**config.mk**
```make
export PLATFORM = sky130hd
export DESIGN_NAME = tea_xtea_xxtea_block_cipher_flat
export DESIGN_NICKNAME = d
export VERILOG_FILES = /design/src/design/txx_pkg.sv /design/src/design/txx_cfg_if.sv /design/src/design/txx_in_if.sv /design/src/design/txx_out_if.sv /design/src/design/tea_xtea_xxtea_block_cipher.sv /design/src/design/txx_mix.sv /design/src/design/txx_cell.sv /design/src/flat_wrapper.sv
export SDC_FILE = /design/constraint.sdc
export NUM_CORES = 2
export LEC_CHECK = 0
export ABC_CLOCK_PERIOD_IN_PS = 11800
export BUFFER_PORTS_ARGS = -buffer_cell sky130_fd_sc_hd__buf_2
export CORE_MARGIN = 2
export CORE_UTILIZATION = 61
export CTS_CLUSTER_SIZE = 24
export DETAILED_ROUTE_END_ITERATION = 10
export PLACE_DENSITY_LB_ADDON = 0.1
export SYNTH_ARGS = -nofsm -noshare
export SYNTH_HDL_FRONTEND = slang
export SYNTH_SLANG_ARGS = --single-unit
```
**constraint.sdc**
```tcl
create_clock -name clk -period 11.8 [get_ports clk]
set_input_delay 0.59 -clock clk [delete_from_list [all_inputs] [get_ports clk]]
set_output_delay 0.59 -clock clk [all_outputs]
set_load 0.1 [all_outputs]
```
**src/design/txx_pkg.sv**
```systemverilog
`timescale 1ns / 1ps
// Shared types, constants and register codes for the TEA/XTEA/XXTEA cipher.
// No dependencies.
package txx_pkg;

  localparam int WordW = 32;
  localparam int RoundW = 8;
  localparam int StepW = RoundW + 1;
  localparam int IndexW = 3;

  localparam logic [WordW-1:0] DELTA = 32'h9e37_79b9;

  localparam logic [1:0] VAR_TEA = 2'd0;
  localparam logic [1:0] VAR_XTEA = 2'd1;
  localparam logic [1:0] VAR_XXTEA = 2'd2;

  localparam logic OP_ENCRYPT = 1'b0;
  localparam logic OP_DECRYPT = 1'b1;

  localparam logic [IndexW-1:0] REG_KEY0 = 3'd0;
  localparam logic [IndexW-1:0] REG_KEY1 = 3'd1;
  localparam logic [IndexW-1:0] REG_KEY2 = 3'd2;
  localparam logic [IndexW-1:0] REG_KEY3 = 3'd3;
  localparam logic [IndexW-1:0] REG_ROUNDS = 3'd4;
  localparam logic [IndexW-1:0] REG_VARIANT = 3'd5;

  localparam logic [RoundW-1:0] ROUNDS_RESET = 8'd32;

  typedef logic [3:0][WordW-1:0] key_t;

  typedef struct packed {
    logic load;
    logic shift;
    logic sub;
  } cell_ctl_t;

  typedef struct packed {
    logic [1:0] variant;
    logic       tgt_a;
  } mix_ctl_t;

endpackage

```
**src/design/txx_cfg_if.sv**
```systemverilog
`timescale 1ns / 1ps
// Configuration write channel: register index and write data.
// Depends on txx_pkg.
interface txx_cfg_if;
  logic                          valid;
  logic                          ready;
  logic [txx_pkg::IndexW-1:0]    index;
  logic [txx_pkg::WordW-1:0]     data;

  modport source(output valid, index, data, input ready);
  modport sink(input valid, index, data, output ready);
endinterface

```
**src/design/txx_in_if.sv**
```systemverilog
`timescale 1ns / 1ps
// Block input channel: operation flag and two 32-bit words.
// Depends on txx_pkg.
interface txx_in_if;
  logic                      valid;
  logic                      ready;
  logic                      operation;
  logic [txx_pkg::WordW-1:0] word_first;
  logic [txx_pkg::WordW-1:0] word_second;

  modport source(output valid, operation, word_first, word_second, input ready);
  modport sink(input valid, operation, word_first, word_second, output ready);
endinterface

```
**src/design/txx_out_if.sv**
```systemverilog
`timescale 1ns / 1ps
// Result channel: the two processed 32-bit words.
// Depends on txx_pkg.
interface txx_out_if;
  logic                      valid;
  logic                      ready;
  logic [txx_pkg::WordW-1:0] out_first;
  logic [txx_pkg::WordW-1:0] out_second;

  modport source(output valid, out_first, out_second, input ready);
  modport sink(input valid, out_first, out_second, output ready);
endinterface

```
**src/design/tea_xtea_xxtea_block_cipher.sv**
```systemverilog
`timescale 1ns / 1ps
// TEA / XTEA / two-word XXTEA block cipher, 128-bit key, configurable rounds.
// One half round per cycle through a two-cell word ring, one block at a time: a
// block goes from accept through the run and flush states into the result register.
// The result register frees the ring while the result waits.
// Synchronous reset: idle, no result, key zero, 32 rounds, TEA.
module tea_xtea_xxtea_block_cipher (
  input logic     clk,
  input logic     rst,
  txx_cfg_if.sink cfg,
  txx_in_if.sink  blk,
  txx_out_if.source res
);

  typedef enum logic [1:0] {
    ST_IDLE,
    ST_RUN,
    ST_FLUSH
  } state_t;

  state_t                            state;
  txx_pkg::key_t                     key;
  logic [txx_pkg::RoundW-1:0]        rounds;
  logic [1:0]                        variant;
  logic                              dec;
  logic [txx_pkg::StepW-1:0]         cnt;
  logic [txx_pkg::WordW-1:0]         sum;
  logic [txx_pkg::WordW-1:0]         res_first;
  logic [txx_pkg::WordW-1:0]         res_second;
  logic                              res_valid;

  logic                              accept;
  logic                              dec_in;
  logic [txx_pkg::StepW-1:0]         end_cnt;
  logic [txx_pkg::WordW+txx_pkg::RoundW-1:0] prod;
  logic [txx_pkg::WordW-1:0]         sum_init;
  logic                              sum_upd;
  logic [txx_pkg::WordW-1:0]         x;
  logic [txx_pkg::WordW-1:0]         y;
  logic [txx_pkg::WordW-1:0]         f;
  txx_pkg::cell_ctl_t                cell_ctl;
  txx_pkg::mix_ctl_t                 mix_ctl;

  assign cfg.ready = 1'b1;
  assign blk.ready = (state == ST_IDLE);
  assign accept = blk.valid & blk.ready;
  assign dec_in = (blk.operation == txx_pkg::OP_DECRYPT);

  assign end_cnt = {rounds, 1'b0} - txx_pkg::StepW'(1);
  assign prod = {{txx_pkg::RoundW{1'b0}}, txx_pkg::DELTA}
              * {{txx_pkg::WordW{1'b0}}, rounds};
  assign sum_init = dec_in ? prod[txx_pkg::WordW-1:0]
                  : ((variant == txx_pkg::VAR_XTEA) ? '0 : txx_pkg::DELTA);
  assign sum_upd = (variant == txx_pkg::VAR_XTEA) ? ~cnt[0] : cnt[0];

  assign cell_ctl.load = accept;
  assign cell_ctl.shift = (state == ST_RUN);
  assign cell_ctl.sub = dec;

  assign mix_ctl.variant = variant;
  assign mix_ctl.tgt_a = ~(cnt[0] ^ dec);

  assign res.valid = res_valid;
  assign res.out_first = res_first;
  assign res.out_second = res_second;

  txx_cell u_cell0 (
    .clk   (clk),
    .ctl   (cell_ctl),
    .init  (dec_in ? blk.word_second : blk.word_first),
    .nbr   (y),
    .delta ('0),
    .word  (x)
  );

  txx_cell u_cell1 (
    .clk   (clk),
    .ctl   (cell_ctl),
    .init  (dec_in ? blk.word_first : blk.word_second),
    .nbr   (x),
    .delta (f),
    .word  (y)
  );

  txx_mix u_mix (
    .y   (y),
    .sum (sum),
    .key (key),
    .ctl (mix_ctl),
    .f   (f)
  );

  always_ff @(posedge clk) begin
    if (rst) begin
      key <= '0;
      rounds <= txx_pkg::ROUNDS_RESET;
      variant <= txx_pkg::VAR_TEA;
    end else if (cfg.valid && cfg.ready) begin
      unique case (cfg.index)
        txx_pkg::REG_KEY0:    key[0] <= cfg.data;
        txx_pkg::REG_KEY1:    key[1] <= cfg.data;
        txx_pkg::REG_KEY2:    key[2] <= cfg.data;
        txx_pkg::REG_KEY3:    key[3] <= cfg.data;
        txx_pkg::REG_ROUNDS:  rounds <= cfg.data[txx_pkg::RoundW-1:0];
        txx_pkg::REG_VARIANT: variant <= cfg.data[1:0];
        default: ;
      endcase
    end
  end

  always_ff @(posedge clk) begin
    if (rst) begin
      state <= ST_IDLE;
      res_valid <= 1'b0;
    end else begin
      if (res.ready && state != ST_FLUSH) begin
        res_valid <= 1'b0;
      end
      unique case (state)
        ST_IDLE: begin
          if (accept) begin
            dec <= dec_in;
            cnt <= '0;
            sum <= sum_init;
            state <= (rounds == '0) ? ST_FLUSH : ST_RUN;
          end
        end
        ST_RUN: begin
          cnt <= cnt + txx_pkg::StepW'(1);
          if (sum_upd) begin
            sum <= dec ? (sum - txx_pkg::DELTA) : (sum + txx_pkg::DELTA);
          end
          if (cnt == end_cnt) begin
            state <= ST_FLUSH;
          end
        end
        ST_FLUSH: begin
          if (!res_valid || res.ready) begin
            res_first <= dec ? y : x;
            res_second <= dec ? x : y;
            res_valid <= 1'b1;
            state <= ST_IDLE;
          end
        end
        default: state <= ST_IDLE;
      endcase
    end
  end

endmodule

```
**src/design/txx_mix.sv**
```systemverilog
`timescale 1ns / 1ps
// Round function of TEA, XTEA and two-word XXTEA for one half round.
// Depends on txx_pkg.
module txx_mix (
  input  logic [txx_pkg::WordW-1:0] y,
  input  logic [txx_pkg::WordW-1:0] sum,
  input  txx_pkg::key_t             key,
  input  txx_pkg::mix_ctl_t         ctl,
  output logic [txx_pkg::WordW-1:0] f
);

  logic [txx_pkg::WordW-1:0] ka;
  logic [txx_pkg::WordW-1:0] kb;
  logic [1:0]                kidx_x;
  logic [1:0]                kidx_xx;
  logic [txx_pkg::WordW-1:0] tea_f;
  logic [txx_pkg::WordW-1:0] xtea_f;
  logic [txx_pkg::WordW-1:0] xx_f;

  always_comb begin
    ka = ctl.tgt_a ? key[0] : key[2];
    kb = ctl.tgt_a ? key[1] : key[3];
    kidx_x = ctl.tgt_a ? sum[1:0] : sum[12:11];
    kidx_xx = sum[3:2] ^ {1'b0, ~ctl.tgt_a};
    tea_f = ((y << 4) + ka) ^ (y + sum) ^ ((y >> 5) + kb);
    xtea_f = (((y << 4) ^ (y >> 5)) + y) ^ (sum + key[kidx_x]);
    xx_f = (((y >> 5) ^ (y << 2)) + ((y >> 3) ^ (y << 4)))
         ^ ((sum ^ y) + (key[kidx_xx] ^ y));
    unique case (ctl.variant)
      txx_pkg::VAR_TEA:   f = tea_f;
      txx_pkg::VAR_XTEA:  f = xtea_f;
      txx_pkg::VAR_XXTEA: f = xx_f;
      default:            f = '0;
    endcase
  end

endmodule

```
**src/design/txx_cell.sv**
```systemverilog
`timescale 1ns / 1ps
// One cell of the word ring: holds a 32-bit word, takes its neighbor's word
// plus or minus an offset each step. Depends on txx_pkg.
module txx_cell (
  input  logic                      clk,
  input  txx_pkg::cell_ctl_t        ctl,
  input  logic [txx_pkg::WordW-1:0] init,
  input  logic [txx_pkg::WordW-1:0] nbr,
  input  logic [txx_pkg::WordW-1:0] delta,
  output logic [txx_pkg::WordW-1:0] word
);

  logic [txx_pkg::WordW-1:0] word_next;

  always_comb begin
    word_next = word;
    if (ctl.load) begin
      word_next = init;
    end else if (ctl.shift) begin
      word_next = ctl.sub ? (nbr - delta) : (nbr + delta);
    end
  end

  always_ff @(posedge clk) begin
    word <= word_next;
  end

endmodule

```
**src/flat_wrapper.sv**
```systemverilog
// flat-port wrapper written by rule: the top's interface ports become plain ports
module tea_xtea_xxtea_block_cipher_flat 
  (clk, rst, cfg_valid, cfg_index, cfg_data, cfg_ready, blk_valid, blk_operation, blk_word_first, blk_word_second, blk_ready, res_valid, res_out_first, res_out_second, res_ready);
  txx_cfg_if cfg_i ();
  txx_in_if blk_i ();
  txx_out_if res_i ();
  input logic clk;
  input logic rst;
  input wire logic [$bits(cfg_i.valid)-1:0] cfg_valid;
  input wire logic [$bits(cfg_i.index)-1:0] cfg_index;
  input wire logic [$bits(cfg_i.data)-1:0] cfg_data;
  output wire logic [$bits(cfg_i.ready)-1:0] cfg_ready;
  input wire logic [$bits(blk_i.valid)-1:0] blk_valid;
  input wire logic [$bits(blk_i.operation)-1:0] blk_operation;
  input wire logic [$bits(blk_i.word_first)-1:0] blk_word_first;
  input wire logic [$bits(blk_i.word_second)-1:0] blk_word_second;
  output wire logic [$bits(blk_i.ready)-1:0] blk_ready;
  output wire logic [$bits(res_i.valid)-1:0] res_valid;
  output wire logic [$bits(res_i.out_first)-1:0] res_out_first;
  output wire logic [$bits(res_i.out_second)-1:0] res_out_second;
  input wire logic [$bits(res_i.ready)-1:0] res_ready;
  assign cfg_i.valid = cfg_valid;
  assign cfg_i.index = cfg_index;
  assign cfg_i.data = cfg_data;
  assign cfg_ready = cfg_i.ready;
  assign blk_i.valid = blk_valid;
  assign blk_i.operation = blk_operation;
  assign blk_i.word_first = blk_word_first;
  assign blk_i.word_second = blk_word_second;
  assign blk_ready = blk_i.ready;
  assign res_valid = res_i.valid;
  assign res_out_first = res_i.out_first;
  assign res_out_second = res_i.out_second;
  assign res_i.ready = res_ready;
  tea_xtea_xxtea_block_cipher u_core (.clk(clk), .rst(rst), .cfg(cfg_i), .blk(blk_i), .res(res_i));
endmodule
```
Yosys cells after proc, flatten, opt, wreduce, memory -nomap -nowiden --
Index checks and enable logic that the tools add are counted.
Word-level totals: bits in registers 311, bits of input ports 105, output and inout port bits 67, logic and storage cells 114
Operators by class: add/subtract/negate cells 13, multiply operators 1, order comparisons 2, equality and inequality tests 15, multiplexer cells 34, bitwise logic cells 14, reductions and logical operators 20
Operator list (number):
- two-way mux 32 bit | 18
- adder 32 bit | 7
- bitwise XOR 32 bit | 6
- binary-select mux 32 bit (select 2 bit) | 2
- one-hot mux 32 bit (3 select lines) | 1
- one-hot mux 32 bit (2 select lines) | 1
- adder 27 x 32 -> 32 bit | 1
- adder 32 bit, second input constant | 1
- multiplier 32 x 8 -> 32 bit, first input constant | 1
- subtractor 32 bit | 1
- subtractor 32 bit, second input constant | 1
- bitwise XOR 27 x 32 -> 32 bit | 1
- bitwise XOR 29 x 32 -> 32 bit | 1
- bitwise XOR 32 x 27 -> 32 bit | 1
- one-hot mux 9 bit (2 select lines) | 1
- AND reduction 2 bit | 6
- AND reduction 3 bit | 4
- two-way mux 2 bit | 5
- adder 9 x 1 -> 9 bit, second input constant | 1
- == test 9 bit | 1
- two-way mux 9 bit | 1
- subtractor 9 x 1 -> 9 bit, second input constant | 1
- zero test 8 bit | 1
- == test 3 x 2 -> 1 bit, second input constant | 2
- 20 further kinds | 33

Longest topological paths before layout --
word-level depth 12, gate-level depth with buffers 37, mapped depth without buffers 34

Cells and area by module --
Synthesis repeated with hierarchy kept, for this count alone.
Unflattened totals: cell total of the unflattened synthesis 4340, area total of the unflattened synthesis 37503.5 um2
Modules (own cells, without submodules):
- tea_xtea_xxtea_block_cipher | times used 1, cells each 1623, area an instance 15528.6 um2, seq. area each 6005.8 um2
- txx_mix | times used 1, cells each 1865, area an instance 14722.9 um2, seq. area each 0.0 um2
- txx_cell | times used 2, cells each 426, area an instance 3626.0 um2, seq. area each 960.9 um2

Worst setup path after synthesis --
Ideal clock, no wire load.
path kind register to register, start register u_core.dec, end register u_core.u_cell1.word[31] in the netlist's numbering (data pin), setup time 263 ps, arrival 8150 ps, data required time 11537 ps, path slack 3387 ps, stages on the path, launching flop included 35, path buffers 3, period minus slack after synthesis 8413 ps, path through edfxtp_1 > buf_2 > xor2_4 > clkbuf_1 > xnor2_1 > clkbuf_1 > mux4_2 > xor2_1 > ha_1 > inv_1 > fa_1 > nand2b_1 > nand2b_1 > a21oi_1 > xnor3_1 > nor2_1 > nor4b_2 > nand4b_1 > or2_2 > or4_1 > nor3_1 > a21oi_1 > xor2_1 > ha_1 > a21o_1 > a21oi_1 > nor2b_1 > a211o_1 > o2111ai_1 > a31oi_1 > a211oi_1 > o21ai_0 > a21o_1 > nor4_1 > nor3_1
On the way: word-level cells in the longest chain between the ends 12, elaborated cells between the ends (all ways) 24, those cells by class add/sub: 6; mux: 11; bitwise: 7
RTL lines:
- start, declared | RTL line tea_xtea_xxtea_block_cipher.sv:25 | logic dec;
- start signal, assigned | RTL line tea_xtea_xxtea_block_cipher.sv:122 | dec <= dec_in;
- bitwise XOR 1 bit | RTL line tea_xtea_xxtea_block_cipher.sv:61 | assign mix_ctl.tgt_a = ~(cnt[0] ^ dec);
- bitwise XOR 2 x 1 -> 2 bit | RTL line txx_mix.sv:24 | kidx_xx = sum[3:2] ^ {1'b0, ~ctl.tgt_a};
- binary-select mux 32 bit (select 2 bit) | RTL line txx_mix.sv:28 | ^ ((sum ^ y) + (key[kidx_xx] ^ y));
- two-way mux 32 bit (implied by the code) | RTL line txx_mix.sv:28
- bitwise XOR 32 bit | RTL line txx_mix.sv:28
- adder 32 bit | RTL line txx_mix.sv:28
- bitwise XOR 32 bit | RTL line txx_mix.sv:28
- one-hot mux 32 bit (3 select lines) | RTL line txx_mix.sv:29 | unique case (ctl.variant)
- adder 32 bit or subtractor 32 bit (tied branches) | RTL line txx_cell.sv:20 | word_next = ctl.sub ? (nbr - delta) : (nbr + delta);
- two-way mux 32 bit (*) | RTL line txx_cell.sv:20
- two-way mux 32 bit (*) | RTL line txx_cell.sv:19 | end else if (ctl.shift) begin
- two-way mux 32 bit (*) | RTL line txx_cell.sv:17 | if (ctl.load) begin
- net u_core.u_cell1.word_next, one bit | RTL line txx_cell.sv:13 | logic [txx_pkg::WordW-1:0] word_next;
- end signal, assigned | RTL line txx_cell.sv:25 | word <= word_next;
- end, declared | RTL line txx_cell.sv:10 | output logic [txx_pkg::WordW-1:0] word
Mark *: on every way through the listed nets, which the timed path passes. The rest lies on a longest branch. The select of a mux whose other input is x is not followed. A chain may end at the register's enable or synchronous reset.

Worst setup path after layout --
start register u_core.cnt[0] in the netlist's numbering, end register u_core.u_cell1.word[31] in the netlist's numbering (data pin)
On the way: word-level cells in the longest chain between the ends 12, elaborated cells between the ends (all ways) 24, those cells by class add/sub: 6; mux: 11; bitwise: 7
RTL lines:
- start, declared | RTL line tea_xtea_xxtea_block_cipher.sv:26 | logic [txx_pkg::StepW-1:0] cnt;
- start signal, assigned | RTL line tea_xtea_xxtea_block_cipher.sv:129 | cnt <= cnt + txx_pkg::StepW'(1);
- bitwise XOR 1 bit (*) | RTL line tea_xtea_xxtea_block_cipher.sv:61
- bitwise XOR 2 x 1 -> 2 bit | RTL line txx_mix.sv:24
- binary-select mux 32 bit (select 2 bit) | RTL line txx_mix.sv:28
- two-way mux 32 bit (implied by the code) | RTL line txx_mix.sv:28
- bitwise XOR 32 bit | RTL line txx_mix.sv:28
- adder 32 bit | RTL line txx_mix.sv:28
- bitwise XOR 32 bit | RTL line txx_mix.sv:28
- one-hot mux 32 bit (3 select lines) (*) | RTL line txx_mix.sv:29
- adder 32 bit or subtractor 32 bit (tied branches) | RTL line txx_cell.sv:20
- two-way mux 32 bit (*) | RTL line txx_cell.sv:20
- two-way mux 32 bit (*) | RTL line txx_cell.sv:19
- two-way mux 32 bit (*) | RTL line txx_cell.sv:17
- net u_core.u_cell1.word_next, one bit | RTL line txx_cell.sv:13
Marks and branches as above.

==> out/qor.csv <==
stage,metric,value,unit
status,status,"finished, final reports clean",
hold_path,Worst Hold End,u_core.key[82],
clock_tree,CTS Buf Count,35,
critical_path,CP Launch Type,flop,
clock_tree,Clock H-tree levels,2,
cells_and_area,n_diodes,0,
yosys,combinational family with the most area after synthesis,compound AO/OA/AOI/OAI gates,
clock_tree,post-cts resize count,0,
routing,ANT nets after route,0,
cells_and_area,Final Core Density,0.6646,
timing,fmax,104.9,MHz
timing,Final setup viols,0,
yosys,multiplexer share of the synthesized area,0.08219,
timing,final setup skew,0.02256,ns
yosys,syn nets,4621,
critical_path,"slowest stage delay, CP",0.71,ns
clock_tree,clock sink count,311,
timing,Final Cycle Share,0.8078,
cells_and_area,Final Cell Area,37400,sq um
yosys,Post-Synth Adder-Cell Area,0.1636,
place,Post-Place Setup Slack,2.363,ns
clock_tree,postcts setup bufs,0,
die,die height,242.5,um
hold_path,Hold Path Stages,3,
yosys,sequential-to-total area share from yosys stat,0.2285,
yosys,"FF+latch count, synth",311,
timing,Final WS setup,2.268,ns
timing,Worst Tran Pin Value,1.151,ns
place,Placed Area,36190,sq um
yosys,Post-Syn Instances,4105,
critical_path,Critical Path Fanout Max,32,
place,hpwl dp,85.28,mm
routing,Iteration-0 DRC Markers,2665,
cells_and_area,FILL cells,4933,
critical_path,"Max stage delay cell, worst path",xor2_4,
flow_run,max cap viols,0,
routing,WL/cell,21.95,um
clock_tree,hold buffers post-CTS,0,
yosys,"top cells by count, synth","nand2_1, a21oi_1, ha_1, xnor2_1",
critical_path,Crit Path Class,reg2reg,
global_route,gr usage total,0.3614,
die,row count,87,
die,DIE WIDTH,242.5,um
hold_path,hold path startpoint,cfg_data[18],
global_route,grt total ovfl,0,
global_route,initial antenna violation count,6,
routing,WL final,108.6,mm
die,Top Ports,172,
yosys,Yosys cell types,92,
critical_path,Worst EP required,12.11,ns
critical_path,worst r2r src,u_core.cnt[0],
global_route,largest net degree at the start of global routing,81,
die,Starting Density,0.6165,
timing,final setup TNS,0,ns
yosys,area fraction in compound gates after synthesis,0.1947,
yosys,synth top area cells,"edfxtp_1, ha_1, dfxtp_1",
clock_tree,clk root buf,clkbuf_16,
yosys,number of synthesized flops with an enable pin,170,
timing,Rel. slew slack,0.2309,
clock_tree,CTS tree,done,
timing,Hold Fails Final Rpt,0,
critical_path,Reg2Reg Depth,28,
yosys,Post-Synth XOR/XNOR Area,0.1330,
hold_path,Hold WC Path Type,in2reg,
yosys,YS warnings,0,
critical_path,Worst setup EP type,flop,
routing,Via density,6.317,
yosys,largest area contributor in the netlist,edfxtp_1,
yosys,asr flop ratio synth,0,
global_route,global-route wire length before repair,166.8,mm
cells_and_area,FF+latch area,7928,sq um
yosys,share of the synthesized area in the top cell type,0.1471,
critical_path,r2r endpoint,u_core.u_cell1.word[31],
critical_path,CP arrival,9.84,ns
place,GP Congestion,0.9946,
yosys,Mapped Area,34700,sq um
clock_tree,Skew-Pair Late Insertion Delay,0.56,ns
cells_and_area,nets,4682,
routing,router iterations before antenna repair,7,
cells_and_area,area grow syn2layout,7.800,%
cells_and_area,multi-input logic area,25520,sq um
routing,Vias,31252,
yosys,Post-Synth Simple-Gate Area,0.1589,
timing,minimum clock period,9.532,ns
global_route,number of global-route vias before repair,29502,
yosys,dominant synthesized flop cell,edfxtp_1,
die,core area,56280,sq um
timing,Slew Limit Fails,0,
yosys,Synth Area per Inst,8.452,sq um
cells_and_area,ratio of cells with drive above 1 in the final layout,0.1052,
die,Die ar.,58800,sq um
clock_tree,Clock Path Buffers,3,
critical_path,r2r setup slk,2.27,ns
clock_tree,clock transition at the registers of the reported paths,0.06,ns
place,IO Port Bufs,170,
routing,DRC,0,
timing,RSZ-0062 raised after global routing,false,
critical_path,Worst Setup SP,u_core.cnt[0],
yosys,most numerous cell in the Yosys netlist,nand2_1,
layout by cell type, fill, tap and decap left out, types with 11 or more instances in the layout:
cell type / synthesis / final
nand2_1: 662 / 660
a21oi_1: 409 / 407
ha_1: 340 / 340
xnor2_1: 311 / 309
o21ai_0: 199 / 199
nor2_1: 199 / 197
xor2_1: 180 / 180
edfxtp_1: 170 / 170
inv_1: 168 / 168
buf_2: 2 / 168
dfxtp_1: 141 / 141
a21o_1: 100 / 100
nand3_1: 74 / 72
fa_1: 71 / 71
mux2i_1: 70 / 70
nor3_1: 70 / 68
mux4_2: 64 / 64
mux2_2: 63 / 63
buf_4: 1 / 43
a211oi_1: 42 / 42
nand4_1: 40 / 40
a31oi_1: 39 / 39
clkbuf_16: 0 / 39
o21a_1: 38 / 38
nor2b_1: 35 / 34
nand2b_1: 33 / 33
o211ai_1: 33 / 33
and3_1: 29 / 29
o21bai_1: 25 / 25
or3_1: 24 / 24
and2_1: 22 / 21
o31ai_1: 20 / 20
o22ai_1: 16 / 16
a21boi_0: 15 / 14
xnor3_1: 12 / 12
or2_2: 11 / 11
layout make-up:
type / instances / area share
Clock buffer: 44 / 0.02713
Tap cell: 756 / 0.02529
Multi-Input combinational cell: 3437 / 0.6822
Inverter: 170 / 0.01706
Clock inverter: 18 / 0.005219
Sequential cell: 311 / 0.2120
Timing Repair Buffer: 211 / 0.03111
per-stage QoR:
| stage | std cells | hold WS (ns) |
|---|---|---|
| after floorplan | 4105 | 0.4553 |
| after detailed placement | 4885 | 0.4755 |
| after global placement | 4885 | 0.4700 |
| after global routing | 4947 | 0.2913 |
| after CTS | 4947 | 0.2744 |
| final | 4947 | 0.2963 |
critical path: cells and delay by family (launching register included):
kind / cells / cell delay, ns
flops: 1 / 0.63
xor+xnor: 4 / 1.26
compound gates: 12 / 3.25
fa+ha+maj: 2 / 0.59
buf+inv: 1 / 0.53
mux: 1 / 0.58
simple gates: 8 / 2.39
kinds of logic after synthesis:
logic type	Yosys count
DFF	311
buffers and inverters	357
xor gates and xnor gates	505
and+or+nand+nor	1240
muxes	197
AOI/OAI and AO/OA	1083
other	1
adders and majority gates	411
worst max path at each step:
stage,endpoint,cells after the start
after floorplan,u_core.u_cell1.word[31],34
after global placement,u_core.u_cell1.word[31],28
after detailed placement,u_core.u_cell1.word[31],28
after CTS,u_core.u_cell1.word[31],28
after global routing,u_core.u_cell1.word[31],28
final,u_core.u_cell1.word[31],28
registers in the layout (all words and copies together) (netlist names):
name                   count
u_core.variant             2
u_core.rounds              8
u_core.key               128
u_core.cnt                 9
u_core.res.out_second     32
u_core.u_cell1.word       32
u_core.sum                32
u_core.res.valid           1
u_core.state               2
u_core.res.out_first      32
u_core.u_cell0.word       32
u_core.dec                 1
routing by layer:
metal | track usage | up-vias | part of all wire
li1 | - | 14895 | -
met1 | 0.4862 | 14782 | 0.42
met2 | 0.5821 | 1322 | 0.45
met3 | 0.06802 | 243 | 0.088
met4 | 0.1271 | 10 | 0.037
met5 | 0 | - | 0.00057
Power is not shown: default switching activity piles up to over one toggle a cycle in this logic, so the estimate is an artifact.
